### config.mk
export PLATFORM = sky130hd
export DESIGN_NAME = twgd_ctrl
export DESIGN_NICKNAME = d
export VERILOG_FILES = /design/src/rtl/twgd_pkg.sv /design/src/rtl/twgd_ctrl.sv
export SDC_FILE = /design/constraint.sdc
export NUM_CORES = 1
export LEC_CHECK = 0
export BUFFER_PORTS_ARGS = -buffer_cell sky130_fd_sc_hd__buf_4
export CAP_MARGIN = 30
export CORE_AREA = 2 2 39 41
export CTS_CLUSTER_SIZE = 28
export DETAILED_ROUTE_END_ITERATION = 10
export DIE_AREA = 0 0 41 43
export MAX_ROUTING_LAYER = met4
export PLACE_DENSITY_LB_ADDON = 0.1
export SYNTH_ARGS = -nofsm -noshare
export SYNTH_HDL_FRONTEND = slang
export SYNTH_SLANG_ARGS = --single-unit
### constraint.sdc
create_clock -name clk_i -period 2.78 [get_ports clk_i]
set_input_delay 0.556 -clock clk_i [delete_from_list [all_inputs] [get_ports clk_i]]
set_output_delay 0.556 -clock clk_i [all_outputs]
set_load 0.01 [all_outputs]
### src/rtl/twgd_pkg.sv
// Shared types and constants for the trapezoid weighted grid dot block.
// No dependencies; imported by the controller, the datapath and the top level.
`default_nettype none

package twgd_pkg;

  localparam int unsigned GRID_MAX = 4096;
  localparam int unsigned IDX_W    = $clog2(GRID_MAX);
  localparam int unsigned STEP_W   = 16;
  localparam int unsigned VAL_W    = 32;
  localparam int unsigned SUM_W    = 64;
  localparam int unsigned CFG_IDX_W  = 3;
  localparam int unsigned CFG_DATA_W = 16;

  localparam logic [IDX_W-1:0] IDX_TOP = IDX_W'(GRID_MAX - 1);

  // Register indexes of the configuration port.
  typedef enum logic [CFG_IDX_W-1:0] {
    REG_COL_FIRST = 3'd0,
    REG_COL_LAST  = 3'd1,
    REG_ROW_FIRST = 3'd2,
    REG_ROW_LAST  = 3'd3,
    REG_EDGE_COL  = 3'd4,
    REG_EDGE_ROW  = 3'd5,
    REG_STEP_X    = 3'd6,
    REG_STEP_Y    = 3'd7
  } cfg_reg_e;

  typedef enum logic [2:0] {
    ST_IDLE,
    ST_MUL_AB,
    ST_ABS,
    ST_MUL_LO,
    ST_MUL_HI,
    ST_SUM_Q,
    ST_ACC,
    ST_EMIT
  } state_e;

  // Commands from the controller to the datapath.
  typedef struct packed {
    logic accept;
    logic mul_ab;
    logic abs_val;
    logic mul_lo;
    logic mul_hi;
    logic sum_q;
    logic acc;
    logic emit;
  } cmd_t;

  // Status from the datapath to the controller.
  typedef struct packed {
    logic last;
  } status_t;

endpackage

`default_nettype wire

### src/rtl/twgd_ctrl.sv
// Sequencing state machine of the trapezoid weighted grid dot block.
// Depends on twgd_pkg; drives the datapath through cmd_t and owns the output valid.
`default_nettype none

module twgd_ctrl (
  input  wire logic            clk_i,
  input  wire logic            rst_ni,
  input  wire logic            in_valid_i,
  output logic                 in_ready_o,
  output logic                 out_valid_o,
  input  wire logic            out_ready_i,
  output twgd_pkg::cmd_t       cmd_o,
  input  wire twgd_pkg::status_t status_i
);
  import twgd_pkg::*;

  state_e state_q, state_d;
  logic   out_valid_q, out_valid_d;

  always_ff @(posedge clk_i or negedge rst_ni) begin
    if (!rst_ni) begin
      state_q     <= ST_IDLE;
      out_valid_q <= 1'b0;
    end else begin
      state_q     <= state_d;
      out_valid_q <= out_valid_d;
    end
  end

  always_comb begin
    state_d     = state_q;
    cmd_o       = '0;
    in_ready_o  = 1'b0;
    out_valid_d = out_valid_q;
    if (out_ready_i) begin
      out_valid_d = 1'b0;
    end
    case (state_q)
      ST_IDLE: begin
        in_ready_o = 1'b1;
        if (in_valid_i) begin
          cmd_o.accept = 1'b1;
          state_d      = ST_MUL_AB;
        end
      end
      ST_MUL_AB: begin
        cmd_o.mul_ab = 1'b1;
        state_d      = ST_ABS;
      end
      ST_ABS: begin
        cmd_o.abs_val = 1'b1;
        state_d       = ST_MUL_LO;
      end
      ST_MUL_LO: begin
        cmd_o.mul_lo = 1'b1;
        state_d      = ST_MUL_HI;
      end
      ST_MUL_HI: begin
        cmd_o.mul_hi = 1'b1;
        state_d      = ST_SUM_Q;
      end
      ST_SUM_Q: begin
        cmd_o.sum_q = 1'b1;
        state_d     = ST_ACC;
      end
      ST_ACC: begin
        cmd_o.acc = 1'b1;
        state_d   = status_i.last ? ST_EMIT : ST_IDLE;
      end
      ST_EMIT: begin
        // The result register is free when empty or being drained this cycle.
        if (!out_valid_q || out_ready_i) begin
          cmd_o.emit  = 1'b1;
          out_valid_d = 1'b1;
          state_d     = ST_IDLE;
        end
      end
      default: begin
        state_d = ST_IDLE;
      end
    endcase
  end

  assign out_valid_o = out_valid_q;

endmodule

`default_nettype wire

==> results.json <==
{
  "cts_max_path_buffers": 2,
  "hold_path.class": "in -> async",
  "p_leak_uw": 0.000183,
  "via_per_inst": 4.18,
  "cts_tree": "built",
  "fin_tns_setup_ps": 0,
  "postRouteAntennaNets": 0,
  "vdd_drop_max_uv": 324,
  "power.total_uw": 449,
  "placed_area_um2": 368,
  "wl_per_cell_um": 10.1,
  "numCtsBuffers": 3,
  "critPathMaxStageDelay_ps": 440,
  "critPathLaunchType": "flop",
  "diodes": 0,
  "ys_seq_elements": 4,
  "final_util": 0.282,
  "clk_pin_slew_worst_paths_ps": 40,
  "cp_slowest_cell": "dfrtp_1",
  "critPathCaptureType": "output pin",
  "holdBufCountCts": 0,
  "post-route-period-util": 0.652,
  "vias": 251,
  "power.density_nw_per_um2": 1150,
  "detail_route.iter0.violations": 6,
  "synth_top_area_cell": "dfrtp_1",
  "firstDrtPassIters": 4,
  "use_met3": 0.0157,
  "synthTopCellsByArea": "dfrtp_1 39%, nor3b_1 12%, nor3_1 5.8%",
  "critical_path.cell_chain": "inv_2 > nor3b_1 > buf_4",
  "wirelength_um": 603,
  "synth_top_area_share": 0.386,
  "gr-total-overflow": 0,
  "fmax_ghz": 0.552,
  "die_height_um": 43,
  "pin_count": 15,
  "port_buffers": 14,
  "clk_root_buffer_cell": "clkbuf_4",
  "slew_headroom": 0.786,
  "worstSetupPathType": "reg -> out",
  "critPathBufInv": 2,
  "dp_slack_ps": 1080,
  "syn2layout_area_growth_pct": 50.7,
  "clock_latency_ps": 230,
  "r2r-end": "state_q[0]",
  "die_area_um2": 1760,
  "status": "finished clean",
  "timing.rr.start": "state_q[0]",
  "yosysUniqueCellTypes": 18,
  "top_usage_layer": "met2",
  "die_w_um": 41,
  "use_met1": 0.107,
  "nNetsFinal": 51,
  "remaining_drc_errors": 0,
  "syn-cell-area_um2": 259,
  "rsz0062_at_grt": "false",
  "syn-num-nets": 34,
  "initial_core_util": 0.187,
  "rows": 14,
  "fin_skew_ps": 2.74,
  "yosysSeqAreaShare": 0.386,
  "setup_violations": 0,
  "setup_ws_ps": 969,
  "grt_start_max_net_pins": 13,
  "post-cts-setup-buffers": 0,
  "synth_area_per_cell_um2": 8.93,
  "grt.met2_usage": 0.113,
  "antenna_found_initial": 0,
  "numClockSinks": 4,
  "hold_viol": 0,
  "core_area_um2": 1380,
  "r2r_setup_slack_ps": 1650,
  "maxSlewViolCount": 0,
  "cp_max_fo": 10,
  "period_minus_slack_ps": 1810,
  "grt_pass1_wl_um": 1010,
  "rr_worst_depth": 2,
  "worstPathRequired_ps": 2220,
  "critPathTopFamily": "flip-flops",
  "drive_above_1_share": 0.409,
  "synthCells": 29,
  "yosysWarnings": 0,
  "worstMarginPinSlew_ps": 321,
  "place_hpwl_um": 458,
  "grt_usage": 0.0898,
  "maxCapViolCount": 0,
  "worstPathArrival_ps": 1260,
  "routabilityCongestion": 0.718,
  "grt_pass1_vias": 255,
  "final_area_um2": 390,
  "cts_max_level": 1,
  "cts-resized-gates": 0
}
[worst max-delay path by stage]
stage,startpoint,end,slack [ps],depth (start not counted)
after floorplan,state_q[0],cmd_o[7],1170,3
after global placement,out_ready_i,cmd_o[0],1110,4
after CTS,state_q[0],cmd_o[0],950,3
after detailed placement,out_ready_i,cmd_o[0],1080,4
after global routing,state_q[0],cmd_o[0],790,3
final,state_q[2],cmd_o[1],970,3
[cell usage after synthesis]
cell      number
o21ai_0        1
mux2i_1        1
nor3b_1        4
buf_6          1
dfrtp_1        4
nor2b_1        1
nor3_1         3
a21boi_0       1
inv_1          1
nor2_1         2
nand2_1        2
a222oi_1       1
buf_2          1
o21bai_1       2
or3_1          1
inv_2          1
o221ai_1       1
and2_1         1
[metrics by stage]
stage	std cells	hold WS, ps
3_5_place_dp	57	354
3_3_place_gp	57	353
5_1_grt	60	104
2_1_floorplan	29	260
4_1_cts	60	100
6_report	60	111
[sequential cells by signal, summed over array words and instances (netlist names)]
name	count
out_valid_o	1
state_q	3
[cell usage in the layout (no fill, tap or decap)]
cell	netlist	final
nor2b_1	1	1
clkbuf_4	0	3
dfrtp_1	4	4
nor3_1	3	3
a222oi_1	1	1
mux2i_1	1	1
nor3b_1	4	4
buf_4	0	14
nand2_1	2	2
inv_1	1	1
or3_1	1	1
o21bai_1	2	2
nor2_1	2	2
inv_2	1	1
o21ai_0	1	1
and2_1	1	1
o221ai_1	1	1
a21boi_0	1	1
[area by class of cell]
class	instances	area (um2)
Multi-Input combinational cell	21	135
Fill cell	154	993
Tap cell	16	20.0
Sequential cell	4	100
Clock buffer	3	22.5
Timing Repair Buffer	14	105
Inverter	2	7.51
[layer usage]
metal,share of wire,up-vias
met2,0.46,9
met4,0.012,0
met3,0.068,2
met1,0.46,106
met5,0,-
li1,-,134
[kinds of logic after synthesis]
| family | Yosys count | share of synthesized area |
|---|---|---|
| compound gates | 6 | 0.179 |
| buf+inv | 4 | 0.0917 |
| flops | 4 | 0.386 |
| mux | 1 | 0.0386 |
| simple gates | 14 | 0.304 |
[report_power, final]
group	internal, uW	total [uW]	switching [uW]
clock network	48.1	69.2	21.1
registers	87.4	143	55.5
logic	129	237	108
No activity file was read; power rests on OpenSTA's default activity.
